**config.mk**
```make
export PLATFORM = sky130hd
export DESIGN_NAME = common_divisor_counter_top_flat
export DESIGN_NICKNAME = d
export VERILOG_FILES = /design/src/rtl/core/cdc_pkg.sv /design/src/rtl/core/cdc_in_if.sv /design/src/rtl/core/cdc_out_if.sv /design/src/rtl/core/cdc_cmp_unit.sv /design/src/rtl/core/common_divisor_counter_top.sv /design/src/flat_wrapper.sv
export SDC_FILE = /design/constraint.sdc
export NUM_CORES = 1
export LEC_CHECK = 0
export ABC_AREA = 1
export BUFFER_PORTS_ARGS = -buffer_cell sky130_fd_sc_hd__buf_2
export CAP_MARGIN = 30
export CELL_PAD_IN_SITES_DETAIL_PLACEMENT = 1
export CELL_PAD_IN_SITES_GLOBAL_PLACEMENT = 2
export CORE_MARGIN = 10
export CORE_UTILIZATION = 30
export DETAILED_ROUTE_END_ITERATION = 7
export GPL_ROUTABILITY_DRIVEN = 0
export PLACE_DENSITY = 0.64
export SLEW_MARGIN = 20
export SYNTH_ARGS = -nofsm -noshare
export SYNTH_HDL_FRONTEND = slang
export SYNTH_SLANG_ARGS = --single-unit
```
**constraint.sdc**
```tcl
create_clock -name clk_i -period 11.1 [get_ports clk_i]
set_clock_uncertainty 0.1 [all_clocks]
set_input_delay 3.33 -clock clk_i [delete_from_list [all_inputs] [get_ports clk_i]]
set_output_delay 3.33 -clock clk_i [all_outputs]
set_load 0.02 [all_outputs]
```
**src/rtl/core/cdc_pkg.sv**
```systemverilog
`timescale 1ns / 1ps
// ============================================================================
// cdc_pkg
// Shared constants for the common divisor counter: result width and the
// saturation value of the divisor count.
// ============================================================================
package cdc_pkg;

  // Width of the divisor count result
  localparam int unsigned COUNT_W = 8;

  // Largest count the result can carry; larger counts clip here
  localparam logic [COUNT_W-1:0] COUNT_SAT = {COUNT_W{1'b1}};

endpackage

```
**src/rtl/core/cdc_in_if.sv**
```systemverilog
`timescale 1ns / 1ps
// ============================================================================
// cdc_in_if
// Valid/ready channel that carries one operand pair per transaction.
// ============================================================================
interface cdc_in_if #(
  parameter int unsigned VALUE_BITS = 20
);
  logic                  valid;
  logic                  ready;
  logic [VALUE_BITS-1:0] first_value;
  logic [VALUE_BITS-1:0] second_value;

  modport source (output valid, output first_value, output second_value, input ready);
  modport sink   (input valid, input first_value, input second_value, output ready);
endinterface

```
**src/rtl/core/cdc_out_if.sv**
```systemverilog
`timescale 1ns / 1ps
// ============================================================================
// cdc_out_if
// Valid/ready channel that carries one divisor count per transaction.
// ============================================================================
interface cdc_out_if;
  import cdc_pkg::*;

  logic               valid;
  logic               ready;
  logic [COUNT_W-1:0] divisor_count;

  modport source (output valid, output divisor_count, input ready);
  modport sink   (input valid, input divisor_count, output ready);
endinterface

```
**src/rtl/core/cdc_cmp_unit.sv**
```systemverilog
`timescale 1ns / 1ps
// ============================================================================
// cdc_cmp_unit
// Shared compare-subtract unit: reports x >= y and the difference x - y.
// Serves the gcd subtraction, the remainder step and the square bound test.
// ============================================================================
module cdc_cmp_unit #(
  parameter int unsigned WIDTH = 22
) (
  input  logic [WIDTH-1:0] x_i,
  input  logic [WIDTH-1:0] y_i,
  output logic             ge_o,
  output logic [WIDTH-1:0] diff_o
);

  logic [WIDTH:0] sub;

  // One wide subtract; the borrow gives the compare
  assign sub    = {1'b0, x_i} - {1'b0, y_i};
  assign ge_o   = ~sub[WIDTH];
  assign diff_o = sub[WIDTH-1:0];

endmodule

```
**src/rtl/core/common_divisor_counter_top.sv**
```systemverilog
`timescale 1ns / 1ps
// ============================================================================
// common_divisor_counter_top
// Counts the positive divisors common to two operands.
// ============================================================================
// Each input transaction returns one divisor count. The block forms the gcd
// with a binary (shift and subtract) algorithm, strips the factors of two,
// then trial-divides the odd part by 3, 5, 7, ... while d*d <= n, using a
// restoring remainder unit that retires one quotient bit per cycle. The gcd
// subtractions, the remainder steps and the d*d <= n test share one
// compare-subtract unit. A large odd prime gcd takes longest, as every odd d
// up to its square root is tried. One item is in work at a time; the input
// is ready again as soon as the result is handed to the output register.
// Both operands zero returns 0; counts above 255 clip at 255.
// ============================================================================
module common_divisor_counter_top #(
  parameter int unsigned VALUE_BITS = 20
) (
  input  logic        clk_i,
  input  logic        rst_ni,
  cdc_in_if.sink      in_i,
  cdc_out_if.source   out_o
);
  import cdc_pkg::*;

  localparam int unsigned CMP_W   = VALUE_BITS + 2;
  localparam int unsigned EXP_W   = $clog2(VALUE_BITS + 1);
  localparam int unsigned STEP_W  = $clog2(VALUE_BITS);
  localparam int unsigned PROD_W  = COUNT_W + EXP_W;

  typedef enum logic [6:0] {
    ST_IDLE   = 7'b0000001,
    ST_GCD    = 7'b0000010,
    ST_STRIP  = 7'b0000100,
    ST_TEST   = 7'b0001000,
    ST_DIV    = 7'b0010000,
    ST_CHECK  = 7'b0100000,
    ST_FINISH = 7'b1000000
  } state_e;

  state_e                state_q, state_d;
  logic [VALUE_BITS-1:0] a_q, a_d, b_q, b_d;
  logic [VALUE_BITS-1:0] n_q, n_d;
  logic [VALUE_BITS-1:0] d_q, d_d;
  logic [CMP_W-1:0]      sq_q, sq_d;
  logic [VALUE_BITS-1:0] rem_q, rem_d;
  logic [VALUE_BITS-1:0] quo_q, quo_d;
  logic [STEP_W-1:0]     step_q, step_d;
  logic [EXP_W-1:0]      e_q, e_d;
  logic [COUNT_W-1:0]    total_q, total_d;
  logic                  out_valid_q, out_valid_d;
  logic [COUNT_W-1:0]    out_count_q, out_count_d;

  logic [CMP_W-1:0]      cmp_x, cmp_y, cmp_diff;
  logic                  cmp_ge;
  logic [PROD_W-1:0]     prod;
  logic [COUNT_W-1:0]    prod_sat;
  logic [COUNT_W-1:0]    dbl_sat;
  logic                  in_acc;

  // Route the operands of the shared unit by state
  always_comb begin
    case (state_q)
      ST_GCD: begin
        cmp_x = {2'b00, a_q};
        cmp_y = {2'b00, b_q};
      end
      ST_DIV: begin
        cmp_x = {1'b0, rem_q, quo_q[VALUE_BITS-1]};
        cmp_y = {2'b00, d_q};
      end
      default: begin
        cmp_x = {2'b00, n_q};
        cmp_y = sq_q;
      end
    endcase
  end

  cdc_cmp_unit #(
    .WIDTH (CMP_W)
  ) u_cmp (
    .x_i    (cmp_x),
    .y_i    (cmp_y),
    .ge_o   (cmp_ge),
    .diff_o (cmp_diff)
  );

  // Fold (exponent + 1) into the running count, clipped
  assign prod     = {{EXP_W{1'b0}}, total_q} * {{COUNT_W{1'b0}}, e_q + EXP_W'(1)};
  assign prod_sat = (|prod[PROD_W-1:COUNT_W]) ? COUNT_SAT : prod[COUNT_W-1:0];
  assign dbl_sat  = total_q[COUNT_W-1] ? COUNT_SAT : {total_q[COUNT_W-2:0], 1'b0};

  assign in_acc        = in_i.valid && state_q[0];
  assign in_i.ready    = state_q[0];
  assign out_o.valid   = out_valid_q;
  assign out_o.divisor_count = out_count_q;

  // Sequencer
  always_comb begin
    state_d     = state_q;
    a_d         = a_q;
    b_d         = b_q;
    n_d         = n_q;
    d_d         = d_q;
    sq_d        = sq_q;
    rem_d       = rem_q;
    quo_d       = quo_q;
    step_d      = step_q;
    e_d         = e_q;
    total_d     = total_q;
    out_valid_d = out_valid_q && !out_o.ready;
    out_count_d = out_count_q;

    case (state_q)
      ST_IDLE: begin
        // Load a new operand pair
        if (in_acc) begin
          a_d = in_i.first_value;
          b_d = in_i.second_value;
          e_d = '0;
          if (in_i.first_value == '0 && in_i.second_value == '0) begin
            total_d = '0;
            state_d = ST_FINISH;
          end else begin
            state_d = ST_GCD;
          end
        end
      end
      ST_GCD: begin
        // Binary gcd; common twos counted in e
        if (a_q == '0) begin
          n_d     = b_q;
          state_d = ST_STRIP;
        end else if (b_q == '0) begin
          n_d     = a_q;
          state_d = ST_STRIP;
        end else if (!a_q[0] && !b_q[0]) begin
          a_d = a_q >> 1;
          b_d = b_q >> 1;
          e_d = e_q + EXP_W'(1);
        end else if (!a_q[0]) begin
          a_d = a_q >> 1;
        end else if (!b_q[0]) begin
          b_d = b_q >> 1;
        end else if (cmp_ge) begin
          a_d = cmp_diff[VALUE_BITS-1:0];
        end else begin
          a_d = b_q;
          b_d = a_q;
        end
      end
      ST_STRIP: begin
        // Remove remaining factors of two, then start trial division
        if (!n_q[0]) begin
          n_d = n_q >> 1;
          e_d = e_q + EXP_W'(1);
        end else begin
          total_d = COUNT_W'(e_q) + COUNT_W'(1);
          e_d     = '0;
          d_d     = VALUE_BITS'(3);
          sq_d    = CMP_W'(9);
          state_d = ST_TEST;
        end
      end
      ST_TEST: begin
        // Continue while d*d <= n
        if (cmp_ge) begin
          rem_d   = '0;
          quo_d   = n_q;
          step_d  = '0;
          state_d = ST_DIV;
        end else begin
          if (n_q > VALUE_BITS'(1)) begin
            total_d = dbl_sat;
          end
          state_d = ST_FINISH;
        end
      end
      ST_DIV: begin
        // One restoring remainder step per cycle
        rem_d  = cmp_ge ? cmp_diff[VALUE_BITS-1:0] : cmp_x[VALUE_BITS-1:0];
        quo_d  = {quo_q[VALUE_BITS-2:0], cmp_ge};
        step_d = step_q + STEP_W'(1);
        if (step_q == STEP_W'(VALUE_BITS - 1)) begin
          state_d = ST_CHECK;
        end
      end
      ST_CHECK: begin
        if (rem_q == '0) begin
          // d divides n: take the quotient and divide again
          n_d     = quo_q;
          e_d     = e_q + EXP_W'(1);
          quo_d   = quo_q;
          step_d  = '0;
          state_d = ST_DIV;
        end else begin
          // Close this divisor and advance to the next odd one
          total_d = prod_sat;
          e_d     = '0;
          d_d     = d_q + VALUE_BITS'(2);
          sq_d    = sq_q + {d_q, 2'b00} + CMP_W'(4);
          state_d = ST_TEST;
        end
      end
      ST_FINISH: begin
        // Hand over once the output register is free
        if (!out_valid_q || out_o.ready) begin
          out_valid_d = 1'b1;
          out_count_d = total_q;
          state_d     = ST_IDLE;
        end
      end
      default: begin
        state_d = ST_IDLE;
      end
    endcase
  end

  // Control registers
  always_ff @(posedge clk_i or negedge rst_ni) begin
    if (!rst_ni) begin
      state_q     <= ST_IDLE;
      out_valid_q <= 1'b0;
    end else begin
      state_q     <= state_d;
      out_valid_q <= out_valid_d;
    end
  end

  // Datapath registers
  always_ff @(posedge clk_i) begin
    a_q         <= a_d;
    b_q         <= b_d;
    n_q         <= n_d;
    d_q         <= d_d;
    sq_q        <= sq_d;
    rem_q       <= rem_d;
    quo_q       <= quo_d;
    step_q      <= step_d;
    e_q         <= e_d;
    total_q     <= total_d;
    out_count_q <= out_count_d;
  end

endmodule

```
**src/flat_wrapper.sv**
```systemverilog
// flat-port wrapper written by rule: the top's interface ports become plain ports
module common_divisor_counter_top_flat import cdc_pkg::*;
#(
  parameter int unsigned VALUE_BITS = 20
)
  (clk_i, rst_ni, in_i_valid, in_i_first_value, in_i_second_value, in_i_ready, out_o_valid, out_o_divisor_count, out_o_ready);
  cdc_in_if #(.VALUE_BITS(VALUE_BITS)) in_i_i ();
  cdc_out_if out_o_i ();
  input  logic clk_i;
  input  logic rst_ni;
  input wire logic [$bits(in_i_i.valid)-1:0] in_i_valid;
  input wire logic [$bits(in_i_i.first_value)-1:0] in_i_first_value;
  input wire logic [$bits(in_i_i.second_value)-1:0] in_i_second_value;
  output wire logic [$bits(in_i_i.ready)-1:0] in_i_ready;
  output wire logic [$bits(out_o_i.valid)-1:0] out_o_valid;
  output wire logic [$bits(out_o_i.divisor_count)-1:0] out_o_divisor_count;
  input wire logic [$bits(out_o_i.ready)-1:0] out_o_ready;
  assign in_i_i.valid = in_i_valid;
  assign in_i_i.first_value = in_i_first_value;
  assign in_i_i.second_value = in_i_second_value;
  assign in_i_ready = in_i_i.ready;
  assign out_o_valid = out_o_i.valid;
  assign out_o_divisor_count = out_o_i.divisor_count;
  assign out_o_i.ready = out_o_ready;
  common_divisor_counter_top #(.VALUE_BITS(VALUE_BITS)) u_core (.clk_i(clk_i), .rst_ni(rst_ni), .in_i(in_i_i), .out_o(out_o_i));
endmodule
```
==> results.ini <==
[run_status]
status=finished clean

[global_routing]
grt_max_degree=58
grt_use_total_pct=19.5
gr-total-overflow=0
antenna_found_initial=0
grt_pass1_wl_um=79100
grt_pass1_vias=12700

[setup_path]
critPathKind=reg -> reg
cp-startpoint=u_core.state_q[5]$_DFFE_PN0P_
crit_path_end_kind=flip-flop
cp_common_cell=nand2_2
crit_chain=inv_2 -> nand2_2 -> nor2_4 -> nand2_4 -> clkinv_1 -> buf_4 -> nand2_2 -> ha_1 -> inv_1 -> fa_1 -> nand2_1 -> nand2_2 -> nand3_2 -> nand2_2 -> nand2_1 -> nand2_2 -> nand2_2 -> nand2_4 -> inv_1 -> buf_4 -> nand2_1 -> nand2_1 -> inv_1 -> buf_4
path_buf_inv=8
cp_top_family=simple AND/OR/NAND/NOR gates
regToRegStartpoint=u_core.state_q[5]$_DFFE_PN0P_
slowest_delay_ps=520
slowest_stage=buf_4
critPathRequiredTime_ps=11120
critPathMaxFanout=57
startpoint_type=flip-flop
cp.arrival_ps=5790

[timing]
finalHoldViolCount=0
min_period_over_period_pct=51.9
worstMarginPinSlew_ps=935
tns_ps=0
maxSlewViolCount=0
slew_headroom_pct=37.6
grt_setup_unrepaired=no
finalSetupViolCount=0
max_freq_mhz=173
min_period_ps=5760

[yosys]
ys_async_sr_fraction_pct=4.65
yosysWarnings=0
synth_cells=1781
ys.flop_type=edfxtp_1
ys_seq_elements=172
yosysSeqAreaShare_pct=38.1
syn_area_per_cell_sq_um=7.55
synth_nets=1925
synth_edf_count=164
yosys.cell_types.count=47
mappedNetlistArea_sq_mm=0.0135

[min_path]
worstHoldPathType=reg -> reg
min_from=u_core.total_q[2]$_SDFFCE_PN0P_

[floorplan]
die_w_um=232
initial_core_util_pct=30.4
die_area_sq_mm=0.0537
rows=77
ios=54
die_h_um=232
core_area_sq_mm=0.0443

[cts]
htree_levels=4
cts_buffers=17
clkSinkCount=172
cts_hold_buf=0
clk_latency_ps=480
clock_path_buffers=2
cts_tree=yes
cts_resized=0
cts.reportedPaths.clkPinSlew_ps=80
cts_root_buf=clkbuf_16
postCtsSetupRepairBufs=0

[detailed_routing]
drt_iter0_drc=846
vias=12300
routed_via_density=5.06
postRouteAntennaNets=0
drc=0
drt_pass1_iterations=5
totalWireLength_um=51600
routedWlPerCell_um=21.3

[cells_and_area]
n_fill_cell=5457
regArea_sq_mm=0.00513
drive_gt1_share_pct=7.37
multi_input_area_sq_mm=0.00687
antenna_cells=0
final_cell_area_sq_mm=0.0149
syn2layout_area_growth_pct=10.6
layout.nets=1962

[power_and_ir_drop]
fin_total_pwr_mw=4.40
power-per-cell-area_mw_per_mm2=296
ir_worst_vdd_uv=192
p_leak_nw=6.92

[place]
portBuffers=53
hpwl_um=41200
postPlaceCellArea_sq_mm=0.0143

[run]
drv_cap=0

[cell usage in the layout, fill, tap and decap left out, types with 9 or more instances in the layout]
| master | netlist | final |
|---|---|---|
| a21oi_1 | 77 | 75 |
| edfxtp_1 | 164 | 164 |
| xor2_1 | 13 | 13 |
| o22ai_1 | 29 | 29 |
| o21ai_0 | 98 | 98 |
| xnor2_1 | 9 | 9 |
| nor2_1 | 165 | 164 |
| fa_1 | 20 | 20 |
| nand4_1 | 39 | 39 |
| buf_4 | 5 | 13 |
| ha_1 | 80 | 80 |
| clkbuf_16 | 0 | 17 |
| o221ai_1 | 39 | 39 |
| o21bai_1 | 12 | 12 |
| nand2_2 | 9 | 10 |
| nand2_1 | 458 | 457 |
| o211ai_1 | 27 | 27 |
| buf_2 | 24 | 53 |
| inv_1 | 314 | 313 |
| nor3_1 | 22 | 22 |
| nand3_1 | 87 | 87 |
[final cells by class]
type	instances	area share (%)
multi-input combinational	1235	46.1
tap	592	4.98
timing repair buffer	67	2.54
clock inverter	12	0.773
clock buffer	20	2.93
inverter	325	8.20
sequential	172	34.4
[worst paths after layout]
kind | to | slack, ps | depth (start not counted)
worst min register to register | u_core.out_o.divisor_count[2]$_DFFE_PP_ | 410 | 0
worst max-delay path | u_core.rem_q[1]$_SDFFCE_PN0P_ | 5340 | 24
max in group asynchronous | u_core.state_q[0]$_DFFE_PN1P_ | 8090 | 1
worst min-delay path | u_core.out_o.divisor_count[2]$_DFFE_PP_ | 410 | 0
worst max register to register | u_core.rem_q[1]$_SDFFCE_PN0P_ | 5340 | 24
min in group asynchronous | u_core.state_q[4]$_DFFE_PN0P_ | 2570 | 1
[per-stage QoR]
step | hold WS (ps) | utilization [%] | cells | setup slack [ps]
after floorplan | 374 | - | 1781 | 5990
after global placement | 410 | 32.3 | 2390 | 5440
after detailed placement | 396 | 32.3 | 2391 | 5360
after CTS | 414 | 33.6 | 2423 | 5320
after global routing | 436 | 33.6 | 2423 | 4880
final | 413 | 33.6 | 2423 | 5340
[synthesized netlist by cell type (2+ instances only)]
library cell,count,area share (%)
nand2_1,458,13
inv_1,314,8.8
nor2_1,165,4.6
edfxtp_1,164,37
o21ai_0,98,3.6
nand3_1,87,3.2
ha_1,80,7.4
a21oi_1,77,2.9
nand4_1,39,1.8
o221ai_1,39,2.5
o22ai_1,29,1.3
o211ai_1,27,1.5
buf_2,24,0.89
nor3_1,22,0.82
fa_1,20,3.0
clkbuf_1,15,0.42
xor2_1,13,0.85
o21bai_1,12,0.67
nand2_2,9,0.42
xnor2_1,9,0.59
inv_2,8,0.22
o21a_1,8,0.45
o21ai_1,8,0.30
dfrtp_1,7,1.3
buf_4,5,0.28
nand3b_1,5,0.28
nor2_2,4,0.19
nor4_1,4,0.19
or2_2,4,0.19
clkinv_1,3,0.084
a211oi_1,2,0.11
buf_6,2,0.17
nand2_4,2,0.17
nand3_2,2,0.15
nor3_2,2,0.15
o21ai_2,2,0.13
o31ai_1,2,0.11
[layer usage]
metal | global-route usage [%] | vias up | routed length (um) | share of wire, %
li1 | - | 6000 | - | -
met1 | 26.4 | 6005 | 24600 | 48
met2 | 31.2 | 207 | 23800 | 46
met3 | 3.43 | 47 | 2310 | 4.5
met4 | 5.80 | 0 | 878 | 1.7
met5 | 0 | - | 0 | 0
[sequential cells by signal, summed over array words and instances (netlist names)]
register	count
u_core.a_q	20
u_core.b_q	20
u_core.n_q	20
u_core.quo_q	20
u_core.rem_q	20
u_core.d_q	19
u_core.sq_q	19
u_core.out_o.divisor_count	8
u_core.total_q	8
u_core.state_q	7
u_core.e_q	5
u_core.step_q	5
u_core.out_o.valid	1
[kinds of logic (layout without fill, tap and decap cells)]
kind of cell | count (synthesis) | in the layout | share of synthesized area, %
AND/OR/NAND/NOR | 806 | 806 | 25.2
XOR/XNOR | 22 | 22 | 1.43
AO/OA/AOI/OAI | 307 | 307 | 13.9
buffers and inverters | 374 | 424 | 11.0
flip-flops | 172 | 172 | 38.1
adder cells (fa/ha/maj) | 100 | 100 | 10.4
[power by group]
group	internal, mW	switching [mW]
sequential	0.925	0.208
clock	0.311	0.287
combinational	0.851	1.82
total	2.09	2.31
No activity file was read; power rests on OpenSTA's default activity.
